$ cat config.mk
export PLATFORM = sky130hd
export DESIGN_NAME = hvt_sum
export DESIGN_NICKNAME = d
export VERILOG_FILES = /design/src/hdl/assert_macros.svh /design/src/hdl/hvt_pkg.sv /design/src/hdl/hvt_sum.sv
export SDC_FILE = /design/constraint.sdc
export NUM_CORES = 2
export LEC_CHECK = 0
export BUFFER_PORTS_ARGS = -buffer_cell sky130_fd_sc_hd__buf_2
export CAP_MARGIN = 20
export CORE_AREA = 8 8 503 505
export DETAILED_ROUTE_END_ITERATION = 7
export DIE_AREA = 0 0 511 513
export PLACE_DENSITY = 0.45
export SLEW_MARGIN = 15
export SYNTH_ARGS = -nofsm -noshare
export SYNTH_HDL_FRONTEND = slang
export SYNTH_SLANG_ARGS = --single-unit
$ cat constraint.sdc
create_clock -name clk -period 7.2 [get_ports clk]
set_input_delay 1.44 -clock clk [delete_from_list [all_inputs] [get_ports clk]]
set_output_delay 1.44 -clock clk [all_outputs]
set_load 0.02 [all_outputs]
$ cat src/hdl/assert_macros.svh
// ----------------------------------------------------------------------------
// Assertion macros
// Shared wrappers for the concurrent assertions of the vertex transform.
// ----------------------------------------------------------------------------
`ifndef ASSERT_MACROS_SVH
`define ASSERT_MACROS_SVH

// A property that must hold at every rising edge outside of reset.
`define HVT_ASSERT(label, clk, rst_n, prop, msg) \
    label: assert property (@(posedge clk) disable iff (!rst_n) (prop)) \
        else $error(msg);

// An implication: whenever ante holds, cons must hold in the same cycle.
`define HVT_ASSERT_IMPL(label, clk, rst_n, ante, cons, msg) \
    label: assert property (@(posedge clk) disable iff (!rst_n) (ante) |-> (cons)) \
        else $error(msg);

`endif

$ cat src/hdl/hvt_pkg.sv
// ----------------------------------------------------------------------------
// hvt_pkg
// Widths, types and constants shared by the vertex transform pipeline.
// ----------------------------------------------------------------------------
package hvt_pkg;

    // Number format of one vector or matrix element.
    localparam int DATA_WIDTH = 32;
    localparam int FRAC_BITS  = 16;

    // Width of the vector and result ports.
    localparam int IO_WIDTH = 32;

    // Configuration register file.
    localparam int CFG_WIDTH = 64;
    localparam int HALF_W    = CFG_WIDTH / 2;
    localparam int CFG_COUNT = 8;
    localparam int CFG_SEL_W = $clog2(CFG_COUNT);
    localparam int CFG_IDX_W = CFG_SEL_W + 1;

    // Datapath widths.
    localparam int PROD_W  = 2 * DATA_WIDTH;
    localparam int PAIR_W  = PROD_W + 1;
    localparam int SUM_W   = PROD_W + 2;
    localparam int SHIFT_W = SUM_W - FRAC_BITS;

    // Edges from the accepting edge of an item to the edge that takes its result.
    localparam int PIPE_LAT = 5;

    typedef logic signed [DATA_WIDTH-1:0] elem_t;
    typedef elem_t [3:0]                  vec_t;
    typedef vec_t [3:0]                   mat_t;      // indexed [column][row]

    typedef logic signed [PROD_W-1:0]     prod_t;
    typedef prod_t [3:0]                  prod_row_t; // indexed by column
    typedef prod_row_t [3:0]              prod_mat_t; // indexed [row][column]

    typedef logic signed [PAIR_W-1:0]     pair_t;
    typedef pair_t [1:0]                  pair_row_t;
    typedef pair_row_t [3:0]              pair_mat_t;

    typedef logic signed [SUM_W-1:0]      sum_t;
    typedef sum_t [3:0]                   sum_vec_t;

    typedef logic [CFG_WIDTH-1:0]         cfg_word_t;
    typedef cfg_word_t [CFG_COUNT-1:0]    cfg_file_t;

    typedef enum logic [1:0] {
        REQ_FULL  = 2'd0,
        REQ_DIR   = 2'd1,
        REQ_POINT = 2'd2
    } req_type_e;

    localparam elem_t ELEM_MAX = {1'b0, {(DATA_WIDTH-1){1'b1}}};
    localparam elem_t ELEM_MIN = {1'b1, {(DATA_WIDTH-1){1'b0}}};
    localparam elem_t ELEM_ONE = elem_t'(1) << FRAC_BITS;

    localparam logic [HALF_W-1:0] HALF_ONE  = HALF_W'(1) << FRAC_BITS;
    localparam logic [HALF_W-1:0] HALF_ZERO = '0;

    // Identity matrix, two elements to a register, lower element in the low half.
    localparam cfg_file_t CFG_RESET = {
        {HALF_ONE,  HALF_ZERO},
        {HALF_ZERO, HALF_ZERO},
        {HALF_ZERO, HALF_ONE},
        {HALF_ZERO, HALF_ZERO},
        {HALF_ZERO, HALF_ZERO},
        {HALF_ONE,  HALF_ZERO},
        {HALF_ZERO, HALF_ZERO},
        {HALF_ZERO, HALF_ONE}
    };

    // Full-width signed product of two elements.
    function automatic prod_t mul_elem(elem_t a, elem_t b);
        prod_t ea;
        prod_t eb;
        ea = {{DATA_WIDTH{a[DATA_WIDTH-1]}}, a};
        eb = {{DATA_WIDTH{b[DATA_WIDTH-1]}}, b};
        return ea * eb;
    endfunction

endpackage

$ cat src/hdl/hvt_sum.sv
// ----------------------------------------------------------------------------
// hvt_sum
// Two-level registered adder tree that sums the four products of each row.
// ----------------------------------------------------------------------------
module hvt_sum (
    input  logic               clk,
    input  logic               rst_n,
    input  logic               valid_in,
    input  hvt_pkg::prod_mat_t prod,
    output logic               valid_out,
    output hvt_pkg::sum_vec_t  sum
);

    logic              pair_valid_reg;
    logic              sum_valid_reg;
    hvt_pkg::pair_mat_t pair_reg;
    hvt_pkg::sum_vec_t  sum_reg;

    always_ff @(posedge clk or negedge rst_n)
    begin
        if (!rst_n)
        begin
            pair_valid_reg <= 1'b0;
            sum_valid_reg  <= 1'b0;
        end
        else
        begin
            pair_valid_reg <= valid_in;
            sum_valid_reg  <= pair_valid_reg;
        end
    end

    // First level adds columns 0+1 and 2+3; the second level adds the pairs.
    always_ff @(posedge clk)
    begin
        for (int r = 0; r < 4; r++)
        begin
            for (int k = 0; k < 2; k++)
            begin
                pair_reg[r][k] <= hvt_pkg::PAIR_W'(prod[r][2*k])
                                + hvt_pkg::PAIR_W'(prod[r][2*k+1]);
            end
            sum_reg[r] <= hvt_pkg::SUM_W'(pair_reg[r][0])
                        + hvt_pkg::SUM_W'(pair_reg[r][1]);
        end
    end

    assign valid_out = sum_valid_reg;
    assign sum       = sum_reg;

endmodule

Yosys cells after proc, flatten, opt, wreduce, memory -nomap -nowiden
Cells that the tools add are included.
- ROM bits: 0
- latch bits: 0
- flip-flop bits (word level): 786
- memories kept: 0
- logic and storage cells: 26
- bits in writable memories: 0
- input port bits: 1027
- output and inout port bits: 265
- divide/modulo/power cells: 0
- magnitude comparators: 0
- shift operators: 0
- multiplexer cells: 0
- reduce and logical (&&, ||, !) cells: 0
- eq/ne operators: 0
- add/sub/neg operators: 12
- $mul: 0
- bitwise logic cells: 0
- operators with widths (kind ; count):
    $add 64x64->65 ; 8
    $add 65x65->66 ; 4

Longest topological paths before layout
- word-level depth: 1
- depth in mapped cells: 14
- depth with buffers taken out: 14

Worst setup path before layout
Ideal clock, no wire load.
- path type: in2reg
- start: input prod[128] in the netlist's numbering
- end: register pair_reg[125] in the netlist's numbering
- buffers on the path: 0
- data required time: 7084 ps
- stages: 13
- arrival time: 4269 ps
- setup slack: 2815 ps
- setup time: 116 ps
- cell sequence: ha_1 fa_1 a21o_1 a21oi_1 o21ai_0 a21oi_1 a211o_1 a211oi_1 o21ai_1 o21ai_1 a41o_1 or4_1 and4_1
- cells in the longest elaborated chain, start to end: 1
- ends and longest elaborated chain (item ; RTL line ; text):
    start: declaration ; hvt_sum.sv:9 ; input hvt_pkg::prod_mat_t prod,
    $add 64x64->65 ; hvt_sum.sv:41 ; + hvt_pkg::PAIR_W'(prod[r][2*k+1]);
    end signal: indexed assignment ; hvt_sum.sv:40 ; pair_reg[r][k] <= hvt_pkg::PAIR_W'(prod[r][2*k])
    end: declaration ; hvt_sum.sv:16 ; hvt_pkg::pair_mat_t pair_reg;
Every way passes these cells.

Worst setup path after layout
- start: input prod[646] in the netlist's numbering
- end: register pair_reg[384] in the netlist's numbering
Same word-level chain as after synthesis.

==> results.json <==
{
  "cts_root_buf": "clkbuf_16",
  "clk_latency_ps": 740,
  "leakagePower_nw": 34.12,
  "clockBufferDepth": 3,
  "die_y_um": 513,
  "cts_tree": "built",
  "cts_buffers": 100,
  "final_net_count": 10290,
  "timing.fmax_ghz": 0.2040,
  "hold_buffers": 0,
  "antenna_left": 0,
  "drtIter0Drc": 4637,
  "placed_area_sq_mm": 0.06951,
  "largest_reg_flops": 520,
  "post-dp-hpwl_um": 252700,
  "grt_pass1_vias": 60970,
  "vdd_drop_max_mv": 0.1893,
  "tightest_slew_ps": 930.8,
  "finalCritPeriodShare_pct": 68.09,
  "clock_sinks": 786,
  "hold_viol_final": 0,
  "track_usage_pct": 20.87,
  "synth_edf_count": 0,
  "slew_headroom_pct": 37.57,
  "hold_depth": 0,
  "drc": 0,
  "synthArstFlopShare_pct": 0.2545,
  "grt_max_degree": 15,
  "rsz0062_at_grt": "false",
  "synthDistinctLibCells": 92,
  "syn_area_per_cell_sq_um": 8.144,
  "cp-start-kind": "input pin",
  "core_sq_mm": 0.2448,
  "synthesis.nets": 9198,
  "start_util_pct": 24.58,
  "r2r_start": "pair_reg[130]",
  "routed_via_density": 5.158,
  "gp_congestion": 1.037,
  "crit_fanout": 6,
  "rows": 182,
  "crit_type": "input pin to flip-flop",
  "antenna_found_initial": 59,
  "cp.required_ps": 7850,
  "grt_pass1_wl_um": 416100,
  "hp-start": "pair_valid_reg",
  "vias": 60880,
  "syn_to_final_growth_pct": 21.84,
  "io_pins": 1292,
  "hold_path_class": "flip-flop to flip-flop",
  "setup_tns_ps": 0,
  "wl_per_cell_um": 24.63,
  "ys_ff_latch": 786,
  "layout_commonest_cell": "buf_2",
  "synth_warnings": 0,
  "critPathCaptureType": "flip-flop",
  "power.density_mw_per_mm2": 344.2,
  "status": "finished, final reports clean",
  "setup_viol": 0,
  "layout_common_cells": "buf_2, a21oi_1, dfxtp_1, ha_1, nand2_1",
  "gr-total-overflow": 0,
  "synth_ff_type": "dfxtp_1",
  "cts_resized": 0,
  "die_area_sq_mm": 0.2621,
  "synthesis.area_sq_mm": 0.06016,
  "cap_violations": 0,
  "crit_start": "prod[646]",
  "fp.dieW_um": 511,
  "skew_ps": 45.42,
  "synthCells": 7387,
  "layout-drive-gt1-share_pct": 18.07,
  "post_cts_buffers": 0,
  "io_buffers": 1291,
  "worstPathArrival_ps": 5550,
  "totalPowerFinal_w": 0.02523,
  "dr.pass1.iters": 6,
  "period_needed_ps": 4902,
  "path_clk_slew_ps": 60,
  "ys_seq_area_share_pct": 26.17,
  "finalMaxSlewViolations": 0,
  "h-tree-depth": 3,
  "fillers": 26410,
  "final_area_sq_mm": 0.07330,
  "reg2reg_depth": 14,
  "routed_wl_um": 290700
}
cell families after synthesis:
kind of cell	Yosys count	synth area share [%]
buffers and inverters	537	3.390
AOI/OAI and AO/OA	2660	28.17
DFF	786	26.17
adders and majority gates	784	16.46
muxes	4	0.07071
xor gates and xnor gates	714	10.39
and+or+nand+nor	1902	15.35
layer usage:
| metal | global-route usage [%] | share of wire, % | vias up |
|---|---|---|---|
| met4 | 6.323 | 3.2 | 12 |
| met2 | 34.81 | 46 | 2392 |
| met3 | 3.811 | 6.2 | 346 |
| met5 | 0 | 0.026 | - |
| met1 | 27.38 | 45 | 28860 |
| li1 | - | - | 29270 |
report_power, final:
part | switching, W | internal (W)
combinational | 0.00800 | 0.00456
clock | 0.00225 | 0.00349
sequential | 0.00103 | 0.00589
total | 0.0113 | 0.0139
cells in the mapped netlist, types with 62 or more instances:
master / instances / area share (%)
ha_1: 772 / 16
a21oi_1: 895 / 7.4
nand3_1: 135 / 1.1
nand2b_1: 80 / 0.83
a31oi_1: 90 / 0.94
nor2_1: 451 / 2.8
nand4_1: 222 / 2.3
clkbuf_1: 296 / 1.8
xor2_1: 253 / 3.7
a21o_1: 510 / 6.4
a211oi_1: 62 / 0.77
nor2b_1: 107 / 1.1
o21a_1: 75 / 0.94
o21bai_1: 165 / 2.1
nor3_1: 104 / 0.87
xnor2_1: 461 / 6.7
dfxtp_1: 784 / 26
inv_1: 229 / 1.4
o21ai_0: 430 / 3.6
nand2_1: 554 / 3.5
path summary, 6_finish.rpt:
check,endpoint,slack [ps]
setup / recovery,pair_reg[384],2300
hold / removal,valid_out,360
setup reg to reg,sum[130],2390
hold reg to reg,valid_out,360
max in group asynchronous,valid_out,6620
min in group asynchronous,pair_valid_reg,480
layout make-up:
cell class	count	area, sq um	area share, %
Inverter	229	859.6	1.173
Timing Repair Buffer	1296	6499	8.867
Clock buffer	125	2748	3.749
Multi-Input combinational cell	6064	42380	57.82
Antenna cell	22	55.05	0.07511
Clock inverter	62	980.9	1.338
Tap cell	3220	4029	5.497
Sequential cell	786	15750	21.48
critical path: stages:
cell      delay, ps
buf_2           100
ha_1            690
and4_1          320
a21oi_1          80
o21ai_0         120
a21oi_1         220
o41ai_2         480
a21oi_1         180
o41ai_1         860
a31oi_1         270
o21ai_0         410
nand3_1         130
a211oi_1        230
metrics by stage:
step	util [%]	hold WS [ps]	setup slack (ps)	cells
5_1_grt	29.93	368.6	2188	11790
3_3_place_gp	28.40	336.5	1592	11600
4_1_cts	29.92	368.1	2365	11780
3_5_place_dp	28.40	336.3	1529	11600
2_1_floorplan	-	331.2	2815	7387
6_report	29.94	359.5	2298	11800
Power figures use the tool's default switching activity.
