<file path="config.mk">
export PLATFORM = sky130hd
export DESIGN_NAME = hvt_sat
export DESIGN_NICKNAME = d
export VERILOG_FILES = /design/src/hdl/assert_macros.svh /design/src/hdl/hvt_pkg.sv /design/src/hdl/hvt_sat.sv
export SDC_FILE = /design/constraint.sdc
export NUM_CORES = 1
export LEC_CHECK = 0
export ABC_AREA = 1
export BUFFER_PORTS_ARGS = -buffer_cell sky130_fd_sc_hd__buf_4
export CELL_PAD_IN_SITES_DETAIL_PLACEMENT = 0
export CELL_PAD_IN_SITES_GLOBAL_PLACEMENT = 1
export CORE_AREA = 2 2 152 154
export DETAILED_ROUTE_END_ITERATION = 16
export DIE_AREA = 0 0 154 156
export GPL_ROUTABILITY_DRIVEN = 0
export MAX_ROUTING_LAYER = met4
export PLACE_DENSITY_LB_ADDON = 0.12
export SKIP_CTS_REPAIR_TIMING = 1
export SLEW_MARGIN = 40
export SYNTH_ARGS = -nofsm -noshare
export SYNTH_HDL_FRONTEND = slang
export SYNTH_SLANG_ARGS = --single-unit
</file>
<file path="constraint.sdc">
create_clock -name clk -period 0.8 [get_ports clk]
set_input_delay 0.2 -clock clk [delete_from_list [all_inputs] [get_ports clk]]
set_output_delay 0.2 -clock clk [all_outputs]
set_load 0.02 [all_outputs]
</file>
<file path="src/hdl/assert_macros.svh">
// ----------------------------------------------------------------------------
// Assertion macros
// Shared wrappers for the concurrent assertions of the vertex transform.
// ----------------------------------------------------------------------------
`ifndef ASSERT_MACROS_SVH
`define ASSERT_MACROS_SVH

// A property that must hold at every rising edge outside of reset.
`define HVT_ASSERT(label, clk, rst_n, prop, msg) \
    label: assert property (@(posedge clk) disable iff (!rst_n) (prop)) \
        else $error(msg);

// An implication: whenever ante holds, cons must hold in the same cycle.
`define HVT_ASSERT_IMPL(label, clk, rst_n, ante, cons, msg) \
    label: assert property (@(posedge clk) disable iff (!rst_n) (ante) |-> (cons)) \
        else $error(msg);

`endif

</file>
<file path="src/hdl/hvt_pkg.sv">
// ----------------------------------------------------------------------------
// hvt_pkg
// Widths, types and constants shared by the vertex transform pipeline.
// ----------------------------------------------------------------------------
package hvt_pkg;

    // Number format of one vector or matrix element.
    localparam int DATA_WIDTH = 32;
    localparam int FRAC_BITS  = 16;

    // Width of the vector and result ports.
    localparam int IO_WIDTH = 32;

    // Configuration register file.
    localparam int CFG_WIDTH = 64;
    localparam int HALF_W    = CFG_WIDTH / 2;
    localparam int CFG_COUNT = 8;
    localparam int CFG_SEL_W = $clog2(CFG_COUNT);
    localparam int CFG_IDX_W = CFG_SEL_W + 1;

    // Datapath widths.
    localparam int PROD_W  = 2 * DATA_WIDTH;
    localparam int PAIR_W  = PROD_W + 1;
    localparam int SUM_W   = PROD_W + 2;
    localparam int SHIFT_W = SUM_W - FRAC_BITS;

    // Edges from the accepting edge of an item to the edge that takes its result.
    localparam int PIPE_LAT = 5;

    typedef logic signed [DATA_WIDTH-1:0] elem_t;
    typedef elem_t [3:0]                  vec_t;
    typedef vec_t [3:0]                   mat_t;      // indexed [column][row]

    typedef logic signed [PROD_W-1:0]     prod_t;
    typedef prod_t [3:0]                  prod_row_t; // indexed by column
    typedef prod_row_t [3:0]              prod_mat_t; // indexed [row][column]

    typedef logic signed [PAIR_W-1:0]     pair_t;
    typedef pair_t [1:0]                  pair_row_t;
    typedef pair_row_t [3:0]              pair_mat_t;

    typedef logic signed [SUM_W-1:0]      sum_t;
    typedef sum_t [3:0]                   sum_vec_t;

    typedef logic [CFG_WIDTH-1:0]         cfg_word_t;
    typedef cfg_word_t [CFG_COUNT-1:0]    cfg_file_t;

    typedef enum logic [1:0] {
        REQ_FULL  = 2'd0,
        REQ_DIR   = 2'd1,
        REQ_POINT = 2'd2
    } req_type_e;

    localparam elem_t ELEM_MAX = {1'b0, {(DATA_WIDTH-1){1'b1}}};
    localparam elem_t ELEM_MIN = {1'b1, {(DATA_WIDTH-1){1'b0}}};
    localparam elem_t ELEM_ONE = elem_t'(1) << FRAC_BITS;

    localparam logic [HALF_W-1:0] HALF_ONE  = HALF_W'(1) << FRAC_BITS;
    localparam logic [HALF_W-1:0] HALF_ZERO = '0;

    // Identity matrix, two elements to a register, lower element in the low half.
    localparam cfg_file_t CFG_RESET = {
        {HALF_ONE,  HALF_ZERO},
        {HALF_ZERO, HALF_ZERO},
        {HALF_ZERO, HALF_ONE},
        {HALF_ZERO, HALF_ZERO},
        {HALF_ZERO, HALF_ZERO},
        {HALF_ONE,  HALF_ZERO},
        {HALF_ZERO, HALF_ZERO},
        {HALF_ZERO, HALF_ONE}
    };

    // Full-width signed product of two elements.
    function automatic prod_t mul_elem(elem_t a, elem_t b);
        prod_t ea;
        prod_t eb;
        ea = {{DATA_WIDTH{a[DATA_WIDTH-1]}}, a};
        eb = {{DATA_WIDTH{b[DATA_WIDTH-1]}}, b};
        return ea * eb;
    endfunction

endpackage

</file>
<file path="src/hdl/hvt_sat.sv">
// ----------------------------------------------------------------------------
// hvt_sat
// Output stage: arithmetic shift by the fraction width and saturation.
// ----------------------------------------------------------------------------
module hvt_sat (
    input  logic              clk,
    input  logic              rst_n,
    input  logic              valid_in,
    input  hvt_pkg::sum_vec_t sum,
    output logic              valid_out,
    output hvt_pkg::vec_t     res,
    output logic              sat
);

    logic          valid_reg;
    hvt_pkg::vec_t res_reg;
    logic          sat_reg;
    hvt_pkg::vec_t res_next;
    logic [3:0]    clip;

    always_comb
    begin
        for (int r = 0; r < 4; r++)
        begin
            logic [hvt_pkg::SHIFT_W-1:0] sh;
            logic [hvt_pkg::SHIFT_W-hvt_pkg::DATA_WIDTH:0] upper;
            sh    = sum[r][hvt_pkg::SUM_W-1:hvt_pkg::FRAC_BITS];
            upper = sh[hvt_pkg::SHIFT_W-1:hvt_pkg::DATA_WIDTH-1];
            // In range when every bit above the result's sign bit copies it.
            clip[r] = !((&upper) || !(|upper));
            if (!clip[r])
            begin
                res_next[r] = sh[hvt_pkg::DATA_WIDTH-1:0];
            end
            else if (sh[hvt_pkg::SHIFT_W-1])
            begin
                res_next[r] = hvt_pkg::ELEM_MIN;
            end
            else
            begin
                res_next[r] = hvt_pkg::ELEM_MAX;
            end
        end
    end

    always_ff @(posedge clk or negedge rst_n)
    begin
        if (!rst_n)
        begin
            valid_reg <= 1'b0;
        end
        else
        begin
            valid_reg <= valid_in;
        end
    end

    always_ff @(posedge clk)
    begin
        res_reg <= res_next;
        sat_reg <= |clip;
    end

    assign valid_out = valid_reg;
    assign res       = res_reg;
    assign sat       = sat_reg;

endmodule
</file>
Word-level counts from Yosys, hierarchy flattened
Index checks and enable logic that the tools add are counted.
{ "word_totals": {"output_inout_bits": 130, "elab_cells": 35, "regBits": 130, "input_bits": 267} }
{ "classes": {"n_mux": 8, "n_reduce_logical": 21} }
{ "op_table": {"columns": ["op", "count"], "rows": [
  ["32-bit two-way mux", 8],
  ["19-bit AND reduction", 4],
  ["19-bit OR reduction", 4],
  ["1-bit logical NOT", 8],
  ["1-bit logical OR", 4],
  ["4-bit OR reduction", 1]
]} }

Logic depth before layout (Yosys ltp)
{ "depth": {"word_depth": 5, "mapped_depth": 9, "depth_no_buf": 9} }

Worst setup path after synthesis
Ideal clock, no wire load.
{ "synth_timing": {"kind": "input to register", "from": "in sum[246] (netlist name)", "to": "reg res_reg, in the netlist res[100]", "stages": 6, "arrival_time_ns": 0.978, "setup_ns": 0.112, "path_buffers": 1, "path_slack_ns": -0.290, "required_time_ns": 0.688, "cell_sequence": "or2_1 > nor2_1 > nand3_2 > nand3b_2 > buf_6 > nand2_1"} }
{ "synth_lines": {"columns": ["item", "line", "source"], "rows": [
  ["start: declaration", "hvt_sat.sv:9", "input hvt_pkg::sum_vec_t sum,"],
  ["end signal: assignment", "hvt_sat.sv:60", "res_reg <= res_next;"],
  ["end: declaration", "hvt_sat.sv:16", "hvt_pkg::vec_t res_reg;"]
]} }

Final worst setup path
{ "layout_timing": {"from": "reg valid_reg (netlist: valid_out)", "to": "out valid_out"} }
{ "layout_lines": {"columns": ["item", "line", "source"], "rows": [
  ["start: declaration", "hvt_sat.sv:15", "logic valid_reg;"],
  ["start signal: assignment", "hvt_sat.sv:54", "valid_reg <= valid_in;"],
  ["end: declaration", "hvt_sat.sv:10", "output logic valid_out,"]
]} }
No word-level cell between the ends.

==> impl_results.md <==
* Pint at between 10,000 and 15,000 uW
* Count of pins over their slew limit at 0
* # DRC at 1
* Crit path cell chain: buf_6
* Clock root cell: clkbuf_16
* Yosys warns at 0
* Largest register FFs at 128
* Finish-stage setup viols at approximately 260
* Congestion Overflow GR at 0
* Failing checks: DRC, hold timing, setup timing
* Avg Inst Size Synth at roughly 8.2 um^2
* WS Path Type: reg2out
* Max stage delay on crit path at approximately 380 ps
* Seq pwr share at between 40% and 50%
* Critical Path Fanout Max at 1
* Min-delay worst type: in2reg
* Routed vias at around 5.2k
* CTS tree: built
* Hold-critical path depth at 3
* RSZ-0062 raised after global routing: yes
* H-tree Lvls at 4
* P_sw at between 4000 and 5000 uW
* CP arrival at between 900 and 1000 ps
* Worst-path clk slew at about 60 ps
* Nets at between 1k and 1.5k
* ANT cells at 0
* Die width at 154 um
* Starting density of the core at 19.9%
* Tcrit/Tclk final at 140%
* Post-Route WL at ~18,000 um
* Switching Share at around 25%
* CP max stage cell: dfrtp_1
* Wire per inst at 13.8 um
* Final ANT Viol Nets at 0
* Outcome: finished, violations left
* Number of DRC markers in iteration 0 at around 110
* Fmax at about 900 MHz
* CP Launch Type: register
* First-pass GRT wire length at about 24,000 um
* Critical path capture point type: output port
* I/O pins at between 300 and 400
* Seq cells post-synth at 130
* Final hold vios at 4
* Min-delay src: sum[241]
* Start point of the critical path: valid_out
* Share of layout cells above drive strength 1 at a little over two thirds
* Num CTS Buffers at 17
* Net Count, Synth at roughly 800
* Seq/Total Area, Yosys at 58.5%
* Synth cell types at 17
* Worst slew pin tran at approximately 200 ps
* Core area at between 20,000 and 25,000 um^2
* Clock Power Share at between 40% and 50%
* Gate Count Post-Synth at between 500 and 600
* Mapped Area at between 4000 and 5000 um^2
* PortBufs at around 330
* Leak at between 0.005 and 0.006 uW
* Die area at around 24,000 um^2
* Worst hold slack at -6.42 ps
* Critical path buffers and inverters at 1
* CP delay by family, top: flip-flops
* Peak VDD IR at roughly 1.2 mV
* Clock buffer depth at 2
* Row count at 55
* Req. time, crit path at 600 ps
* Slew HR at between 80 and 90%
* Largest net degree at the start of global routing at 24
* Comb power frac at ~19%
* Setup WS post-layout at -317 ps
* GRT Overall Usage at 13.2%
* Fillers at around 2.1k
* Levels on crit path at 1
* Initial antenna violation count at 0
* Clock Sinks at between 100 and 150
* Vias in the first global route at approximately 4.5k
* Area grow syn2layout at 144%
* Vias per inst at between 3 and 4
* Die Y at about 160 um
* Final core utilization at about half
* Max-cap violations at 0
* Setup crit end: valid_out
* DR pass1 iterations at 10
* DP Wirelength at roughly 12,000 um
* Power Density at about 1600 nW/um^2
* Min cycle time layout at about 1100 ps
synthesized netlist by cell type:
master | n | area share (%)
nor2_1 | 54 | 4.5
nand2_1 | 291 | 25
dfxtp_1 | 129 | 58
inv_1 | 6 | 0.51
nand3_1 | 5 | 0.56
clkbuf_1 | 3 | 0.25
dfrtp_1 | 1 | 0.56
nand4_1 | 8 | 1.1
or2_1 | 8 | 1.1
nand3_2 | 4 | 0.90
dlygate4sd3_1 | 1 | 0.22
nor2_2 | 2 | 0.28
buf_6 | 21 | 5.3
buf_4 | 3 | 0.51
nand2_4 | 3 | 0.76
nand3b_2 | 3 | 0.76
nand2_2 | 1 | 0.14
layout make-up:
| cell class | instances | area (um^2) | share of cell area [%] |
|---|---|---|---|
| Inverter | 6 | 25.0 | 0.230 |
| Sequential cell | 130 | 2770 | 25.5 |
| Clock inverter | 11 | 92.6 | 0.852 |
| Multi-Input combinational cell | 381 | 2230 | 20.6 |
| Tap cell | 285 | 357 | 3.28 |
| Timing Repair Buffer | 494 | 4950 | 45.6 |
| Clock buffer | 20 | 437 | 4.02 |
routing by layer:
layer	track usage [%]	routed length, um
met3	4.86	1410
met5	-	0
met2	21.1	9290
met1	15.2	7310
met4	4.85	265
metrics by stage:
stage               instance area [um^2]  power [uW]  setup TNS (ps)  cells  setup WS [ps]
floorplan                           4490        7840          -28540    543           -246
global placement                    7400        9340          -61450   1162           -542
detailed placement                  7400        9330          -61620   1162           -562
CTS                                 7930       16600          -43670   1193           -352
global route                       10900       18300          -56220   1327           -353
finish                             10900       17500          -46890   1327           -317
cell usage in the layout, fill, tap and decap left out, types with 8 or more instances in the layout:
master,instances
dlygate4sd3_1,104
buf_4,208
nand2_2,122
nand2_4,28
or2_1,8
nand2_1,142
buf_12,11
dfxtp_2,129
nor2_2,18
clkbuf_16,31
nor2_1,38
buf_6,154
nand4_1,8
how the worst min path moves through the flow:
stage                            to  slack, ps
after global routing        res[72]        -10
after detailed placement  valid_out        -20
final                      res[123]         -6
after global placement    valid_out        -20
after floorplan           valid_out       -100
after CTS                 valid_out       -480
worst min-delay path: cells and delay by family:
family                 cells  cell delay [ps]
AND/OR/NAND/NOR            2              100
buffers and inverters      1               80
power by group through the flow:
stage	clock network, uW	logic, uW	registers [uW]
after floorplan	0	344	7500
final	7200	3230	7050
after global placement	0	2280	7060
after global routing	7740	3430	7080
after CTS	7410	2280	6920
after detailed placement	0	2270	7060
kinds of logic after synthesis:
| group | synth area share, % |
|---|---|
| AND/OR/NAND/NOR | 34.7 |
| flip-flops | 58.5 |
| buffers and inverters | 6.79 |
No activity file was read; power rests on OpenSTA's default activity.
